--- src/sv/uart_lb_pkg.sv ---
// Package for the UART loopback register block.
// Holds the word types of both channels, the register addresses,
// and the operation and response codes. No dependencies.
`default_nettype none

package uart_lb_pkg;

    // Operation codes of an input word.
    localparam logic [1:0] OP_TICK  = 2'd0;
    localparam logic [1:0] OP_WRITE = 2'd1;
    localparam logic [1:0] OP_READ  = 2'd2;

    // Register addresses.
    localparam logic [7:0] ADDR_TXDATA = 8'h00;
    localparam logic [7:0] ADDR_RXDATA = 8'h04;
    localparam logic [7:0] ADDR_STATUS = 8'h08;

    // Response codes.
    localparam logic [1:0] RESP_OK       = 2'd0;
    localparam logic [1:0] RESP_ADDR_ERR = 2'd1;
    localparam logic [1:0] RESP_CMD_ERR  = 2'd2;

    // Status bit positions.
    localparam int STAT_RX_READY = 0;
    localparam int STAT_TX_READY = 1;
    localparam int STAT_TX_BUSY  = 2;

    // Configuration defaults and timer width.
    localparam logic [15:0] BIT_TICKS_RESET = 16'd16;
    localparam int          TIMER_W         = 20;

    // Input word: one tick, bus write or bus read.
    typedef struct packed {
        logic [1:0] op;
        logic [7:0] addr;
        logic [7:0] wdata;
    } in_word_t;

    // Result word: read data and response code.
    typedef struct packed {
        logic [7:0] rdata;
        logic [1:0] resp;
    } out_word_t;

endpackage

`default_nettype wire

--- src/sv/uart_loopback_register_block.sv ---
// UART loopback register block: transmitter timing, receive FIFO and
// bus register decode in a single pass. Depends on uart_lb_pkg.
`default_nettype none

// Usage:
// Each input word is a tick (op 0), a bus write (op 1) or a bus read
// (op 2); every accepted word yields exactly one result word carrying
// rdata and resp. A write of address 0x00 while the transmitter is idle
// starts a byte that lasts ten times bit_ticks ticks; when it ends the
// byte lands in the receive FIFO (dropped if full). A read of 0x04 pops
// the FIFO, a read of 0x08 returns status.
// Result words are registered. Throughput: one word per cycle while
// the output is not stalled; the decode, timer and FIFO pointer
// update all happen between the input port and the result register,
// and the FIFO read lands directly in that register.
// When the receiver stalls, one more input word is taken into a skid
// register; after that in_stall rises until the output drains.
// Users write bit_ticks via cfg_write/cfg_data only while idle; unchecked.
// Reset clears the transmitter, the FIFO pointers, bit_ticks (to 16)
// and both result valid flags; FIFO storage and result data are not cleared.
module uart_loopback_register_block
    import uart_lb_pkg::*;
#(
    parameter int RX_DEPTH = 16
)
(
    input  wire logic      clk,
    input  wire logic      rst_n,
    input  wire logic      cfg_write,
    input  wire logic [15:0] cfg_data,
    input  wire logic      in_valid,
    output logic           in_stall,
    input  wire in_word_t  in_word,
    output logic           out_valid,
    input  wire logic      out_stall,
    output out_word_t      out_word
);

    localparam int PTR_W = (RX_DEPTH > 1) ? $clog2(RX_DEPTH) : 1;
    localparam int LVL_W = $clog2(RX_DEPTH + 1);
    localparam logic [PTR_W-1:0] PTR_LAST = PTR_W'(RX_DEPTH - 1);
    localparam logic [LVL_W-1:0] LVL_FULL = LVL_W'(RX_DEPTH);

    // State registers.
    logic [15:0]        bit_ticks_reg;
    logic [7:0]         tx_hold_reg, tx_hold_next;
    logic               tx_active_reg, tx_active_next;
    logic [TIMER_W-1:0] timer_reg, timer_next;
    logic [PTR_W-1:0]   head_reg, head_next;
    logic [PTR_W-1:0]   tail_reg, tail_next;
    logic [LVL_W-1:0]   level_reg, level_next;
    logic [7:0]         rx_mem [RX_DEPTH];

    // Output and skid registers.
    logic      out_valid_reg, out_valid_next;
    logic      skid_valid_reg, skid_valid_next;
    out_word_t out_reg;
    out_word_t skid_reg;

    // Handshake decode.
    logic accept;
    logic out_take;
    logic push;
    logic pop;
    logic load_out;
    logic load_skid;
    logic move_skid;
    out_word_t result;
    logic [TIMER_W-1:0] timer_dec;
    logic [TIMER_W-1:0] byte_len;

    assign in_stall  = skid_valid_reg;
    assign accept    = in_valid && !skid_valid_reg;
    assign out_take  = out_valid_reg && !out_stall;
    assign out_valid = out_valid_reg;
    assign out_word  = out_reg;

    // Byte length is bit_ticks times ten, as two shifted adds.
    assign byte_len = {1'b0, bit_ticks_reg, 3'b000} + {3'b000, bit_ticks_reg, 1'b0};
    assign timer_dec = (timer_reg != '0) ? timer_reg - 1'b1 : '0;

    // Single-pass decode of the accepted word.
    always_comb
    begin
        tx_hold_next   = tx_hold_reg;
        tx_active_next = tx_active_reg;
        timer_next     = timer_reg;
        push           = 1'b0;
        pop            = 1'b0;
        result.rdata   = 8'h00;
        result.resp    = RESP_OK;
        case (in_word.op)
            OP_TICK:
            begin
                if (tx_active_reg)
                begin
                    timer_next = timer_dec;
                    if (timer_dec == '0)
                    begin
                        push           = 1'b1;
                        tx_active_next = 1'b0;
                    end
                end
            end
            OP_WRITE:
            begin
                if (in_word.addr != ADDR_TXDATA)
                begin
                    result.resp = RESP_ADDR_ERR;
                end
                else if (tx_active_reg)
                begin
                    result.resp = RESP_CMD_ERR;
                end
                else
                begin
                    tx_hold_next   = in_word.wdata;
                    tx_active_next = 1'b1;
                    timer_next     = byte_len;
                end
            end
            OP_READ:
            begin
                if (in_word.addr == ADDR_RXDATA)
                begin
                    pop = (level_reg != '0);
                end
                else if (in_word.addr == ADDR_STATUS)
                begin
                    result.rdata[STAT_RX_READY] = (level_reg != '0);
                    result.rdata[STAT_TX_READY] = !tx_active_reg;
                    result.rdata[STAT_TX_BUSY]  = tx_active_reg;
                end
                else
                begin
                    result.resp = RESP_ADDR_ERR;
                end
            end
            default:
            begin
                result.resp = RESP_CMD_ERR;
            end
        endcase
    end

    // FIFO pointer and level updates; a full FIFO drops the byte.
    always_comb
    begin
        head_next  = head_reg;
        tail_next  = tail_reg;
        level_next = level_reg;
        if (accept && push && (level_reg != LVL_FULL))
        begin
            tail_next  = (tail_reg == PTR_LAST) ? '0 : tail_reg + 1'b1;
            level_next = level_reg + 1'b1;
        end
        else if (accept && pop)
        begin
            head_next  = (head_reg == PTR_LAST) ? '0 : head_reg + 1'b1;
            level_next = level_reg - 1'b1;
        end
    end

    // Result routing between the output register and the skid register.
    always_comb
    begin
        load_out        = 1'b0;
        load_skid       = 1'b0;
        move_skid       = 1'b0;
        out_valid_next  = out_valid_reg;
        skid_valid_next = skid_valid_reg;
        if (out_valid_reg && !out_take)
        begin
            if (accept)
            begin
                load_skid       = 1'b1;
                skid_valid_next = 1'b1;
            end
        end
        else if (skid_valid_reg)
        begin
            move_skid       = 1'b1;
            out_valid_next  = 1'b1;
            skid_valid_next = 1'b0;
        end
        else
        begin
            load_out       = accept;
            out_valid_next = accept;
        end
    end

    // Control state.
    always_ff @(posedge clk or negedge rst_n)
    begin
        if (!rst_n)
        begin
            bit_ticks_reg  <= BIT_TICKS_RESET;
            tx_hold_reg    <= 8'h00;
            tx_active_reg  <= 1'b0;
            timer_reg      <= '0;
            head_reg       <= '0;
            tail_reg       <= '0;
            level_reg      <= '0;
            out_valid_reg  <= 1'b0;
            skid_valid_reg <= 1'b0;
        end
        else
        begin
            if (cfg_write)
            begin
                bit_ticks_reg <= cfg_data;
            end
            if (accept)
            begin
                tx_hold_reg   <= tx_hold_next;
                tx_active_reg <= tx_active_next;
                timer_reg     <= timer_next;
            end
            head_reg       <= head_next;
            tail_reg       <= tail_next;
            level_reg      <= level_next;
            out_valid_reg  <= out_valid_next;
            skid_valid_reg <= skid_valid_next;
        end
    end

    // Receive FIFO storage write.
    always_ff @(posedge clk)
    begin
        if (accept && push && (level_reg != LVL_FULL))
        begin
            rx_mem[tail_reg] <= tx_hold_reg;
        end
    end

    // Result payload; a pop reads the FIFO straight into the register.
    always_ff @(posedge clk)
    begin
        if (load_out)
        begin
            out_reg.resp  <= result.resp;
            out_reg.rdata <= pop ? rx_mem[head_reg] : result.rdata;
        end
        else if (move_skid)
        begin
            out_reg <= skid_reg;
        end
        if (load_skid)
        begin
            skid_reg.resp  <= result.resp;
            skid_reg.rdata <= pop ? rx_mem[head_reg] : result.rdata;
        end
    end

`ifndef SYNTH
    // The skid register only fills behind a stalled output word.
    assert property (@(posedge clk) disable iff (!rst_n)
        skid_valid_reg |-> out_valid_reg)
        else $error("skid word held without an output word");

    // The FIFO level never exceeds its depth.
    assert property (@(posedge clk) disable iff (!rst_n)
        level_reg <= LVL_FULL)
        else $error("receive FIFO level above depth");

    // An idle transmitter has no ticks left on its timer.
    assert property (@(posedge clk) disable iff (!rst_n)
        !tx_active_reg |-> (timer_reg == '0))
        else $error("byte timer running while transmitter idle");

    // A pop lowers the level by exactly one.
    assert property (@(posedge clk) disable iff (!rst_n)
        (accept && pop) |=> (level_reg == LVL_W'($past(level_reg) - 1'b1)))
        else $error("receive FIFO level not lowered by a pop");

    // Input is refused only while a skid word is held.
    assert property (@(posedge clk) disable iff (!rst_n)
        (in_valid && !accept) |-> (out_valid_reg && skid_valid_reg))
        else $error("input refused with free result space");
`endif

endmodule

`default_nettype wire
--- config.mk ---
export PLATFORM = sky130hd
export DESIGN_NAME = uart_loopback_register_block
export DESIGN_NICKNAME = d
export VERILOG_FILES = /design/src/sv/uart_lb_pkg.sv /design/src/sv/uart_loopback_register_block.sv
export SDC_FILE = /design/constraint.sdc
export NUM_CORES = 1
export LEC_CHECK = 0
export BUFFER_PORTS_ARGS = -buffer_cell sky130_fd_sc_hd__buf_2
export CORE_ASPECT_RATIO = 1.5
export CORE_MARGIN = 4
export CORE_UTILIZATION = 55
export CTS_BUF_LIST = sky130_fd_sc_hd__clkbuf_16
export DETAILED_ROUTE_END_ITERATION = 8
export PLACE_DENSITY_LB_ADDON = 0.25
export SLEW_MARGIN = 10
export SYNTH_ARGS = -nofsm -noshare
export SYNTH_HDL_FRONTEND = slang
export SYNTH_SLANG_ARGS = --single-unit
export TNS_END_PERCENT = 1
--- constraint.sdc ---
create_clock -name clk -period 3.2 [get_ports clk]
set_input_delay 0.64 -clock clk [delete_from_list [all_inputs] [get_ports clk]]
set_output_delay 0.64 -clock clk [all_outputs]
set_load 0.01 [all_outputs]
Word-level counts from Yosys, hierarchy flattened
Memory sizes are Yosys's and may differ from the RTL's.
Cells that the tools add are included.
- input port bits: 39
- RAM bits: 128
- logic and storage cells: 95
- register bits after elaboration: 80
- memories: 1
- output and inout bits: 12
- reductions and logical operators: 22
- bitwise gates (word level): 3
- add/subtract/negate cells: 6
- equality and inequality tests: 11
- multiplexer cells: 39
- memories (memory ; words ; width ; rd ports ; clocked after Yosys merged registers in ; wr ports ; line ; RTL):
    rx_mem ; 16 ; 8 ; 1 ; 0 ; 1 ; uart_loopback_register_block.sv:52 ; logic [7:0] rx_mem [RX_DEPTH];
- operators by type and width (operator ; count):
    20-bit 2-to-1 mux ; 4
    20-bit case mux with 2 select lines ; 1
    19-bit by 17-bit adder with 20-bit output ; 1
    20-bit zero test ; 1
    1-bit 2-to-1 mux ; 20
    10-bit 2-to-1 mux ; 2
    20-bit nonzero test ; 1
    20-bit by 1-bit subtractor with 20-bit output (second input constant) ; 1
    5-bit 2-to-1 mux ; 3
    4-bit by 1-bit adder with 4-bit output (second input constant) ; 2
    4-bit equality test (second input constant) ; 2
    8-bit by 3-bit equality test with 1-bit output (second input constant) ; 1
    8-bit by 4-bit equality test with 1-bit output (second input constant) ; 1
    4-bit 2-to-1 mux ; 2
    8-bit 2-to-1 mux ; 1
    2-bit != test (second input constant) ; 4
    8-bit nonzero test ; 1
    1-bit logical AND ; 6
    3-bit 2-to-1 mux ; 2
    2-bit case mux with 3 select lines ; 1
    2-bit nonzero test ; 3
    5-bit by 1-bit adder with 5-bit output (second input constant) ; 1
    5-bit != test (second input constant) ; 1
    5-bit AND reduction ; 1
    other kinds (12) ; 18

Longest topological paths before layout
Gate-level depths: netlist (run 1).
- depth in word-level cells: 10
- depth in mapped cells: 14
- mapped depth without buffers: 13

Worst setup path before layout (run 1)
Ideal clock, no wire load.
- kind: register to register
- start point: register timer_reg[0]
- end point: memory rx_mem[3][0], enable pin
- stages on the path, launching flop included: 11
- required time: 2.805 ns
- setup time: 0.395 ns
- setup slack: -0.301 ns
- buffers on the path: 1
- arrival: 3.106 ns
- clock period less this slack: 3.501 ns
- path through: dfrtp_1 -> inv_1 -> ha_1 -> or4b_1 -> or4_1 -> nor3_1 -> o2111a_1 -> o2111a_2 -> inv_2 -> buf_6 -> nor4_1
- cells in the longest elaborated chain, start to end: 10
- elaborated cells between the ends (all ways): 11
- those cells by class: 1 x add/sub; 6 x mux; 4 x reduce/logical
- RTL lines (what ; line ; RTL):
    start, declared ; uart_loopback_register_block.sv:48 ; logic [TIMER_W-1:0] timer_reg, timer_next;
    start signal, assigned ; uart_loopback_register_block.sv:218 ; timer_reg <= timer_next;
    20-bit by 1-bit subtractor with 20-bit output or 20-bit nonzero test (tied branches) ; uart_loopback_register_block.sv:80 ; assign timer_dec = (timer_reg != '0) ? timer_reg - 1'b1 : '0;
    20-bit 2-to-1 mux * ; uart_loopback_register_block.sv:80 ;
    20-bit zero test * ; uart_loopback_register_block.sv:98 ; if (timer_dec == '0)
    1-bit 2-to-1 mux * ; uart_loopback_register_block.sv:98 ;
    1-bit 2-to-1 mux * ; uart_loopback_register_block.sv:95 ; if (tx_active_reg)
    1-bit 2-to-1 mux * ; uart_loopback_register_block.sv:92 ; case (in_word.op)
    1-bit logical AND * (2 in a row) ; uart_loopback_register_block.sv:231 ; if (accept && push && (level_reg != LVL_FULL))
    1-bit 2-to-1 mux * ; uart_loopback_register_block.sv:231 ;
    1-bit 2-to-1 mux (not written as such) * ; uart_loopback_register_block.sv:233 ; rx_mem[tail_reg] <= tx_hold_reg;
    end, declared ; uart_loopback_register_block.sv:52 ;
Mark *: on every way between the ends. The rest lies on a longest branch, timed or not.

Final worst setup path (run 1)
- start point: register timer_reg[0]
- end point: register level_reg[4]
- cells in the longest elaborated chain, start to end: 9
- elaborated cells between the ends (all ways): 11
- those cells by class: 1 x add/sub; 5 x mux; 5 x reduce/logical
- RTL lines (what ; line ; RTL):
    20-bit by 1-bit subtractor with 20-bit output or 20-bit nonzero test (tied branches) ; uart_loopback_register_block.sv:80 ;
    20-bit 2-to-1 mux * ; uart_loopback_register_block.sv:80 ;
    20-bit zero test * ; uart_loopback_register_block.sv:98 ;
    1-bit 2-to-1 mux * ; uart_loopback_register_block.sv:98 ;
    1-bit 2-to-1 mux * ; uart_loopback_register_block.sv:95 ;
    1-bit 2-to-1 mux * ; uart_loopback_register_block.sv:92 ;
    1-bit logical AND * (2 in a row) ; uart_loopback_register_block.sv:152 ; if (accept && push && (level_reg != LVL_FULL))
    5-bit 2-to-1 mux or 2-bit nonzero test (tied branches) ; - ;
    end signal, assigned ; uart_loopback_register_block.sv:222 ; level_reg <= level_next;
    end, declared ; uart_loopback_register_block.sv:51 ; logic [LVL_W-1:0] level_reg, level_next;
Marks and branches as above.
A chain may end at the register's enable or synchronous reset.

==> flow_metrics.tcl, run 1 <==
set metrics [dict create \
    outcome "finished with violations" \
    violations "setup timing" \
    rsz0062_at_grt "true" \
    viasPerCell 6.09 \
    grtUsageMet2_pct 40.9 \
    cp.required_ns 3.60 \
    synth.distinct_cells 64 \
    clk-insertion-delay-late_ns 0.50 \
    tightest_slew_ns 0.917 \
    pin_count 51 \
    synthTopCellsByCount "148 x edfxtp_1, 59 x dfrtp_1, 47 x nor2_1, 41 x a21oi_1, 37 x mux2_2" \
    gr-usage-met1_pct 24.9 \
    die_w_um 117 \
    worst_slack_ns -0.162 \
    endpoint_kind "flop" \
    clkSinkCount 208 \
    startpoint_type "flop" \
    drv_cap 0 \
    syn-num-nets 776 \
    cts_buffers 20 \
    synth-edff-count 148 \
    diodes 0 \
    grt_use_total_pct 22.0 \
    setup_viol 3 \
    drt_iter0_drc 364 \
    initial_core_util_pct 56.2 \
    io_buffers 50 \
    largest_reg_flops 128 \
    ys_seq_area_share_pct 60.8 \
    htree_levels 1 \
    cts_hold_buf 0 \
    yosys.area.top_type_share_pct 45.4 \
    powerDensity_mw_per_mm2 564 \
    yosys_most_used_dff "edfxtp_1" \
    wl_per_cell_um 20.3 \
    die_h_um 171 \
    multi_input_area_mm2 0.00375 \
    crit_fanout 5 \
    tritoncts "done" \
    ys_ff_latch 208 \
    antenna_found_initial 1 \
    hold_viol_final 0 \
    yosysMostFrequentCell "edfxtp_1" \
    grt_util_met3_pct 2.68 \
    rows 59 \
    final_nets 879 \
    p_leak_nw 4.24 \
    max_clock_freq_mhz 297 \
    vdd_drop_max_mv 0.425 \
    synth_largest_area_cell "edfxtp_1" \
    pwr-share-comb_pct 16.9 \
    dieArea_mm2 0.0200 \
    post-route-drc-count 0 \
    synthArstFlopShare_pct 28.8 \
    seq_area_mm2 0.00595 \
    synth_area_mm2 0.00979 \
    grt_pass1_vias 6661 \
    grt_pass1_wl_um 34200 \
    power_frac_clock_pct 34.3 \
    drv_slew 0 \
    grt_max_degree 36 \
    avgSynthCellArea_um2 13.7 \
    area_growth_pct 16.9 \
    path_clk_slew_ns 0.06 \
    final_layout_size_suffix_gt1_share_pct 29.6 \
    slew_headroom_pct 38.9 \
    first_pass_iters 4 \
    grt-ovfl-total 0 \
    num_vias 6341 \
    fin_crit_sh_pct 105 \
    min_period_ns 3.36 \
    routabilityCongestion 0.950 \
    fill_cells 1274 \
    fin_total_pwr_mw 6.45 \
    skew_ns 0.0199 \
    clockBufferDepth 3 \
    tns_ns -0.312 \
    drt-total-wl_um 21100 \
    worstPathArrival_ns 3.77 \
    synthTopCellsByArea "edfxtp_1 45%, dfrtp_1 15%, mux4_2 7.6%, mux2_2 4.3%, ha_1 2.9%" \
    p_sw_share_pct 26.6 \
    p_seq_share_pct 48.9 \
    internal-power_mw 4.74 \
    dp_hpwl_um 15200 \
    ys_warn_count 0 \
    core_area_mm2 0.0174 \
    synthCells 712 \
    top_usage_layer "met2" \
    hold_class "in2async" \
    p_sw_mw 1.71 \
    ant_nets 0 \
    clockRootBuffer "clkbuf_16" \
    crit_type "reg2reg" \
]
cell families after synthesis:
| logic type | after synthesis | synth area share, % |
|---|---|---|
| adder cells (fa/ha/maj) | 25 | 3.35 |
| buffers and inverters | 48 | 1.98 |
| multiplexers | 82 | 13.2 |
| AND/OR/NAND/NOR | 194 | 10.3 |
| XOR/XNOR | 20 | 1.79 |
| AO/OA/AOI/OAI | 135 | 8.61 |
| flip-flops | 208 | 60.8 |
per-layer routing:
layer,routed length (um),vias up
li1,-,2968
met1,7630,3163
met2,11900,147
met3,746,63
met4,868,0
met5,0,-
path summary, 6_finish.rpt:
| kind | from | slack [ns] | cells after the start | end |
|---|---|---|---|---|
| worst max-delay path | timer_reg[0]$_DFFE_PN0P_ | -0.16 | 13 | level_reg[4]$_DFFE_PN0P_ |
| worst min-delay path | rst_n | 0.15 | 2 | tx_hold_reg[4]$_DFFE_PN0P_ |
| worst max register to register | timer_reg[0]$_DFFE_PN0P_ | -0.16 | 13 | level_reg[4]$_DFFE_PN0P_ |
| worst min register to register | level_reg[4]$_DFFE_PN0P_ | 0.50 | 1 | level_reg[4]$_DFFE_PN0P_ |
| max in group asynchronous | rst_n | 2.64 | 2 | bit_ticks_reg[4]$_DFFE_PN1P_ |
| min in group clk | cfg_data[3] | 0.35 | 3 | bit_ticks_reg[3]$_DFFE_PN0P_ |
cell type report:
type	count	area share, %
Multi-Input combinational cell	456	32.8
Clock buffer	20	4.38
Clock inverter	16	0.996
Timing Repair Buffer	112	6.97
Tap cell	213	2.33
Sequential cell	208	52.0
Inverter	17	0.558
power groups by stage:
stage | clock network [mW] | logic, mW | registers, mW
floorplan | 0 | 0.641 | 3.20
global placement | 0 | 1.05 | 3.20
detailed placement | 0 | 1.07 | 3.20
CTS | 2.26 | 1.08 | 3.15
global route | 2.38 | 1.22 | 3.17
finish | 2.21 | 1.09 | 3.15
cell usage in the layout, fill, tap and decap left out, types with 4 or more instances in the layout:
cell / n
edfxtp_1: 148
dfrtp_1: 58
buf_4: 52
buf_2: 50
nor2_1: 47
a21oi_1: 39
mux2_2: 37
mux4_2: 33
nand2_1: 31
o21ai_0: 28
ha_1: 23
inv_1: 22
nor3_1: 22
clkbuf_16: 20
o21ai_1: 17
nand3_1: 13
nor4_1: 12
xnor2_1: 12
nand2b_1: 11
or3_1: 9
mux2i_1: 9
xor2_1: 8
o22ai_1: 8
nor4_2: 7
a21o_1: 7
or4_1: 6
nor2b_1: 6
nand4_1: 5
buf_6: 5
buf_12: 5
o31ai_1: 4
and2_4: 4
a211oi_1: 4
worst max-delay path, cell delays in order (launching register included):
cell and delay, ns:
dfrtp_1 0.35, inv_1 0.06, ha_1 0.29, or4b_4 0.45, or4_4 0.44, nor3_2 0.11, o2111a_1 0.23, o2111a_2 0.21
inv_2 0.07, fa_2 0.37, a21o_1 0.18, a21oi_2 0.14, mux2i_1 0.23, xnor2_1 0.14
repair_timing:
| item | in CTS | in global routing |
|---|---|---|
| endpoints found under the setup margin | 17 | 131 |
| resized for setup | 6 | 20 |
| buffers inserted | 0 | 1 |
| pin swaps | 2 | 2 |
metrics by stage:
| step | worst slack, ns | hold slack [ns] | cell area, um2 | instances | util (%) |
|---|---|---|---|---|---|
| after floorplan | -0.301 | 0.344 | 9790 | 712 | - |
| after global placement | -0.133 | 0.491 | 10700 | 1005 | 61.4 |
| after detailed placement | -0.229 | 0.503 | 10700 | 1005 | 61.4 |
| after CTS | -0.151 | 0.137 | 11300 | 1041 | 65.1 |
| after global routing | -0.341 | 0.164 | 11400 | 1042 | 65.6 |
| final | -0.162 | 0.145 | 11400 | 1042 | 65.6 |
Note: power is estimated with default switching activity, not from simulation.
==> inputs of run 2 (changes only) <==
--- a/config.mk
+++ b/config.mk
@@ -5,10 +5,11 @@
 export SDC_FILE = /design/constraint.sdc
 export NUM_CORES = 1
 export LEC_CHECK = 0
+export ABC_AREA = 1
 export BUFFER_PORTS_ARGS = -buffer_cell sky130_fd_sc_hd__buf_2
 export CORE_ASPECT_RATIO = 1.5
 export CORE_MARGIN = 4
-export CORE_UTILIZATION = 55
+export CORE_UTILIZATION = 56
 export CTS_BUF_LIST = sky130_fd_sc_hd__clkbuf_16
 export DETAILED_ROUTE_END_ITERATION = 8
 export PLACE_DENSITY_LB_ADDON = 0.25
==> flow_metrics.tcl, run 2 <==
set metrics [dict create \
    synth-edff-count 148 \
    fin_crit_sh_pct 91.4 \
    clk-insertion-delay-late_ns 0.50 \
    hold_class "in2async" \
    critPathMaxStageDelay_ns 0.39 \
    grt_pass1_wl_um 39900 \
    vdd_drop_max_mv 0.409 \
    yosys_most_used_dff "edfxtp_1" \
    wl_per_cell_um 19.2 \
    startpoint_type "flop" \
    critPathSlowestCell "dfrtp_1" \
    avgSynthCellArea_um2 9.95 \
    stdcell_area_mm2 0.0115 \
    layout_commonest_cell "nand2_1" \
    outcome "finished clean" \
    yosysMostFrequentCell "nand2_1" \
    dp_hpwl_um 17800 \
    pwr-share-comb_pct 18.2 \
    synth.distinct_cells 49 \
    routabilityCongestion 0.946 \
    crit_fanout 11 \
    max_clock_freq_mhz 342 \
    num_vias 7608 \
    core_area_mm2 0.0175 \
    endpoint_kind "flop" \
    synth_area_mm2 0.0101 \
    final_nets 1160 \
    p_sw_share_pct 28.9 \
    crit_type "reg2reg" \
    antenna_found_initial 0 \
    final_layout_size_suffix_gt1_share_pct 15.9 \
    worstReg2RegEnd "rx_mem[1][5]$_DFFE_PP_" \
    p_seq_share_pct 46.2 \
    cp.required_ns 3.39 \
    hold_viol_final 0 \
    min_period_ns 2.92 \
    cts_hold_buf 0 \
    ys_warn_count 0 \
    synthTopCellsByArea "edfxtp_1 44%, dfrtp_1 15%, nand2_1 8.2%, nor2_1 4.6%, o21ai_0 4.3%" \
    area_growth_pct 14.3 \
    powerDensity_mw_per_mm2 585 \
    tns_ns 0 \
    tritoncts "done" \
    grt_use_total_pct 25.1 \
    synth_largest_area_cell "edfxtp_1" \
    cp_num_buf_inv 5 \
    viasPerCell 5.75 \
    grt_pass1_vias 7726 \
    power_frac_clock_pct 35.6 \
    diodes 0 \
    die_h_um 172 \
    path_clk_slew_ns 0.07 \
    initial_core_util_pct 57.6 \
    ys_seq_area_share_pct 59.0 \
    yosys.area.top_type_share_pct 44.1 \
    internal-power_mw 4.79 \
    syn-num-nets 1078 \
    die_w_um 118 \
    rows 59 \
    r2r_slack_ns 0.28 \
    first_pass_iters 4 \
    worstPathArrival_ns 3.12 \
    ys_ff_latch 208 \
    r2r_start "timer_reg[1]$_DFFE_PN0P_" \
    worst_slack_ns 0.276 \
    synthCells 1014 \
    dpl_cell_area_mm2 0.0108 \
    drt_iter0_drc 649 \
    synthArstFlopShare_pct 28.8 \
    setup_viol 0 \
    worstPathCellList "inv_1, ha_1, nand2_2, nor2_4, buf_4, nand3_4, nand2_1, nand2_1, nor2_1, nand2_1, nor2_4, nand3_4, buf_4, clkinv_4, nand2_4, nor2_1, buf_4" \
    grt-ovfl-total 0 \
    post-place-cells 1285 \
    post-route-drc-count 0 \
    r2r_cells 17 \
    cp_top_family "simple AND/OR/NAND/NOR gates" \
    synthTopCellsByCount "220 x nand2_1, 148 x edfxtp_1, 124 x nor2_1, 86 x o21ai_0, 71 x inv_1" \
    fin_cells 1323 \
    clockBufferDepth 3 \
    rsz0062_at_grt "false" \
    grt_max_degree 66 \
    drv_cap 0 \
    htree_levels 1 \
    drv_slew 0 \
    io_buffers 50 \
    pin_count 51 \
    dieArea_mm2 0.0203 \
    slew_headroom_pct 42.3 \
    mostFrequentLayoutCells "220 x nand2_1, 148 x edfxtp_1, 122 x nor2_1" \
    skew_ns 0.0123 \
    cts_buffers 20 \
    tightest_slew_ns 0.863 \
    postLayoutCoreUtil_pct 65.9 \
    ant_nets 0 \
    clockRootBuffer "clkbuf_16" \
    drt-total-wl_um 25400 \
    largest_reg_flops 128 \
    p_leak_nw 5.05 \
    p_sw_mw 1.95 \
    clkSinkCount 208 \
    dp_slack_ns 0.136 \
]
run 2: changes by cell type after synthesis, moves of 11 or more:
cell and delta:
nand2_1 +189, nor2_1 +77, o21ai_0 +58, inv_1 +55, nand3_1 +38, mux4_2 -33, nor3_1 -20, nor4_1 -17
mux2_2 -16, o21ai_1 -16, a21oi_1 +11, clkbuf_1 +11, nand2b_1 -11
run 2: power by group through the flow:
| stage | Clock (mW) | Sequential, mW | Combinational (mW) |
|---|---|---|---|
| finish | 2.40 | 3.11 | 1.23 |
| global route | 2.53 | 3.13 | 1.38 |
| CTS | 2.44 | 3.11 | 1.20 |
| detailed placement | 0 | 3.16 | 1.20 |
| global placement | 0 | 3.16 | 1.20 |
| floorplan | 0 | 3.14 | 0.790 |
run 2: how the worst max path moves through the flow:
stage                                        start                  endpoint  slack, ns  cells past startpoint
final                     timer_reg[1]$_DFFE_PN0P_    rx_mem[1][5]$_DFFE_PP_       0.28                     17
after global routing      timer_reg[1]$_DFFE_PN0P_  level_reg[4]$_DFFE_PN0P_      0.002                     19
after CTS                 timer_reg[1]$_DFFE_PN0P_  level_reg[4]$_DFFE_PN0P_       0.11                     19
after detailed placement  timer_reg[1]$_DFFE_PN0P_  level_reg[4]$_DFFE_PN0P_       0.14                     19
after global placement    timer_reg[1]$_DFFE_PN0P_  level_reg[4]$_DFFE_PN0P_       0.21                     19
after floorplan           timer_reg[0]$_DFFE_PN0P_  level_reg[4]$_DFFE_PN0P_       0.30                     19
run 2: per-layer routing:
layer,global-route usage (%),vias up,wire (um)
met4,13.1,0,1290
met5,0,-,0
met1,27.0,3637,8930
met2,48.8,201,14200
met3,2.29,73,961
li1,-,3697,-
run 2: through the flow:
stage | hold WS [ns] | total power [mW]
2_1_floorplan | 0.344 | 3.93
3_3_place_gp | 0.466 | 4.36
3_5_place_dp | 0.459 | 4.36
4_1_cts | 0.0386 | 6.74
5_1_grt | 0.0511 | 7.04
6_report | 0.0375 | 6.74
run 2: kinds of logic (layout without fill, tap and decap cells):
group / after synthesis / after routing / synth area share, %
adder cells (fa/ha/maj): 25 / 25 / 3.25
AO/OA/AOI/OAI: 199 / 199 / 11.3
flip-flops: 208 / 208 / 59.0
multiplexers: 22 / 22 / 2.44
buffers and inverters: 111 / 206 / 4.28
AND/OR/NAND/NOR: 435 / 436 / 18.5
XOR/XNOR: 14 / 14 / 1.22
run 2: layout make-up:
type                       instances  area, um2
tap                              213        267
sequential                       208       5950
clock inverter                    15        146
multi-input combinational        696       3760
inverter                          75        287
fill                            1381       5960
clock buffer                      21        526
timing repair buffer              95        601
run 2: timing repair:
action,in CTS,in global routing
resized for setup,0,7
hold endpoints to repair,0,0
setup endpoints to repair,0,17
setup buffers,0,1
==> inputs of run 3 (changes only) <==
--- a/config.mk
+++ b/config.mk
@@ -7,12 +7,15 @@
 export LEC_CHECK = 0
 export ABC_AREA = 1
 export BUFFER_PORTS_ARGS = -buffer_cell sky130_fd_sc_hd__buf_2
+export CAP_MARGIN = 0
 export CORE_ASPECT_RATIO = 1.5
 export CORE_MARGIN = 4
 export CORE_UTILIZATION = 56
 export CTS_BUF_LIST = sky130_fd_sc_hd__clkbuf_16
 export DETAILED_ROUTE_END_ITERATION = 8
+export MAX_ROUTING_LAYER = met4
 export PLACE_DENSITY_LB_ADDON = 0.25
+export RECOVER_POWER = 100
 export SLEW_MARGIN = 10
 export SYNTH_ARGS = -nofsm -noshare
 export SYNTH_HDL_FRONTEND = slang
==> flow_metrics.tcl, run 3 (synthesis results as in run 2) <==
set metrics [dict create \
    clkSinkCount 208 \
    die_h_um 172 \
    rows 59 \
    grt_pass1_vias 7688 \
    wl_per_cell_um 19.0 \
    setup_viol 0 \
    r2r_cells 16 \
    routabilityCongestion 0.990 \
    post-place-cells 1288 \
    viasPerCell 5.84 \
    area_growth_pct 12.7 \
    skew_ns 0.00771 \
    largest_reg_flops 128 \
    stdcell_area_mm2 0.0114 \
    die_w_um 118 \
    dpl_cell_area_mm2 0.0108 \
    tns_ns 0 \
    fin_cells 1323 \
    final_layout_size_suffix_gt1_share_pct 13.2 \
    post-route-drc-count 0 \
    worstPathArrival_ns 3.14 \
    ctsResizeCount 0 \
    dp_slack_ns 0.225 \
    outcome "finished clean" \
    vdd_drop_max_mv 0.579 \
    drv_slew 0 \
    core_area_mm2 0.0175 \
    cp.required_ns 3.37 \
    first_pass_iters 5 \
    grt_max_degree 66 \
    powerDensity_mw_per_mm2 583 \
    max_clock_freq_mhz 337 \
    startpoint_type "flop" \
    dieArea_mm2 0.0203 \
    layout_commonest_cell "nand2_1" \
    final_nets 1161 \
    clockBufferDepth 3 \
    crit_fanout 17 \
    path_clk_slew_ns 0.06 \
    cts_buffers 20 \
    fin_crit_sh_pct 92.8 \
    drt_iter0_drc 559 \
    drv_cap 0 \
    htree_levels 1 \
    mostFrequentLayoutCells "220 x nand2_1, 148 x edfxtp_1, 123 x nor2_1" \
    fin_total_pwr_mw 6.63 \
    grt_use_total_pct 25.9 \
    fin_hold_ws_ns 0.146 \
    grt-ovfl-total 0 \
    worst_slack_ns 0.230 \
    initial_core_util_pct 57.6 \
    p_leak_nw 4.96 \
    dp_hpwl_um 18000 \
    num_vias 7720 \
    min_period_ns 2.97 \
    hold_class "in2async" \
    clk-insertion-delay-late_ns 0.49 \
    slew_headroom_pct 12.2 \
    clockRootBuffer "clkbuf_16" \
    postLayoutCoreUtil_pct 65.0 \
    pin_count 51 \
    endpoint_kind "flop" \
    io_buffers 50 \
    antenna_found_initial 0 \
    diodes 0 \
    drt-total-wl_um 25100 \
    post_cts_buffers 0 \
    ant_nets 0 \
    crit_type "reg2reg" \
    tritoncts "done" \
    grt_pass1_wl_um 39900 \
    tightest_slew_ns 1.32 \
    cts_hold_buf 0 \
    hold_viol_final 0 \
]
[run 3: power breakdown]
part / leakage (nW) / internal (mW) / switching, mW
combinational: 2.22 / 0.427 / 0.776
clock: 0.344 / 1.34 / 0.956
sequential: 2.39 / 2.99 / 0.134
total: 4.96 / 4.76 / 1.87
[run 3: metal layers]
layer | track usage (%) | share of wire (%) | vias to the layer above
li1 | - | - | 3704
met2 | 49.0 | 55 | 251
met5 | - | 0 | -
met4 | 12.7 | 5.0 | 0
met3 | 2.26 | 4.6 | 73
met1 | 27.2 | 35 | 3692
[run 3: path summary, 6_finish.rpt]
kind / from / end / slack, ns
setup / recovery: timer_reg[4]$_DFFE_PN0P_ / rx_mem[14][6]$_DFFE_PP_ / 0.23
hold reg to reg: level_reg[4]$_DFFE_PN0P_ / level_reg[4]$_DFFE_PN0P_ / 0.48
hold / removal: rst_n / bit_ticks_reg[13]$_DFFE_PN0P_ / 0.15
setup reg to reg: timer_reg[4]$_DFFE_PN0P_ / rx_mem[14][6]$_DFFE_PP_ / 0.23
max in group asynchronous: rst_n / tx_hold_reg[3]$_DFFE_PN0P_ / 1.34
min in group clk: cfg_data[1] / bit_ticks_reg[1]$_DFFE_PN0P_ / 0.36
[run 3: worst max-delay path, stage by stage (launching register included)]
cell and delay [ns]:
dfrtp_1 0.46, nor2_4 0.17, nand2_1 0.15, nor2_4 0.13
nand3_4 0.08, buf_4 0.21, nand2_1 0.13, nand2_1 0.08
nor2_1 0.10, nand2_1 0.09, nor2_4 0.16, nand3_4 0.11
buf_4 0.19, clkinv_4 0.09, nand2_2 0.11, nor2_1 0.11
buf_2 0.28
[run 3: area by class of cell]
cell class | instances | area [um2]
clock buffer | 21 | 526
clock inverter | 14 | 108
fill | 1431 | 6130
inverter | 75 | 287
multi-input combinational | 695 | 3700
sequential | 208 | 5950
tap | 213 | 267
timing repair buffer | 97 | 529
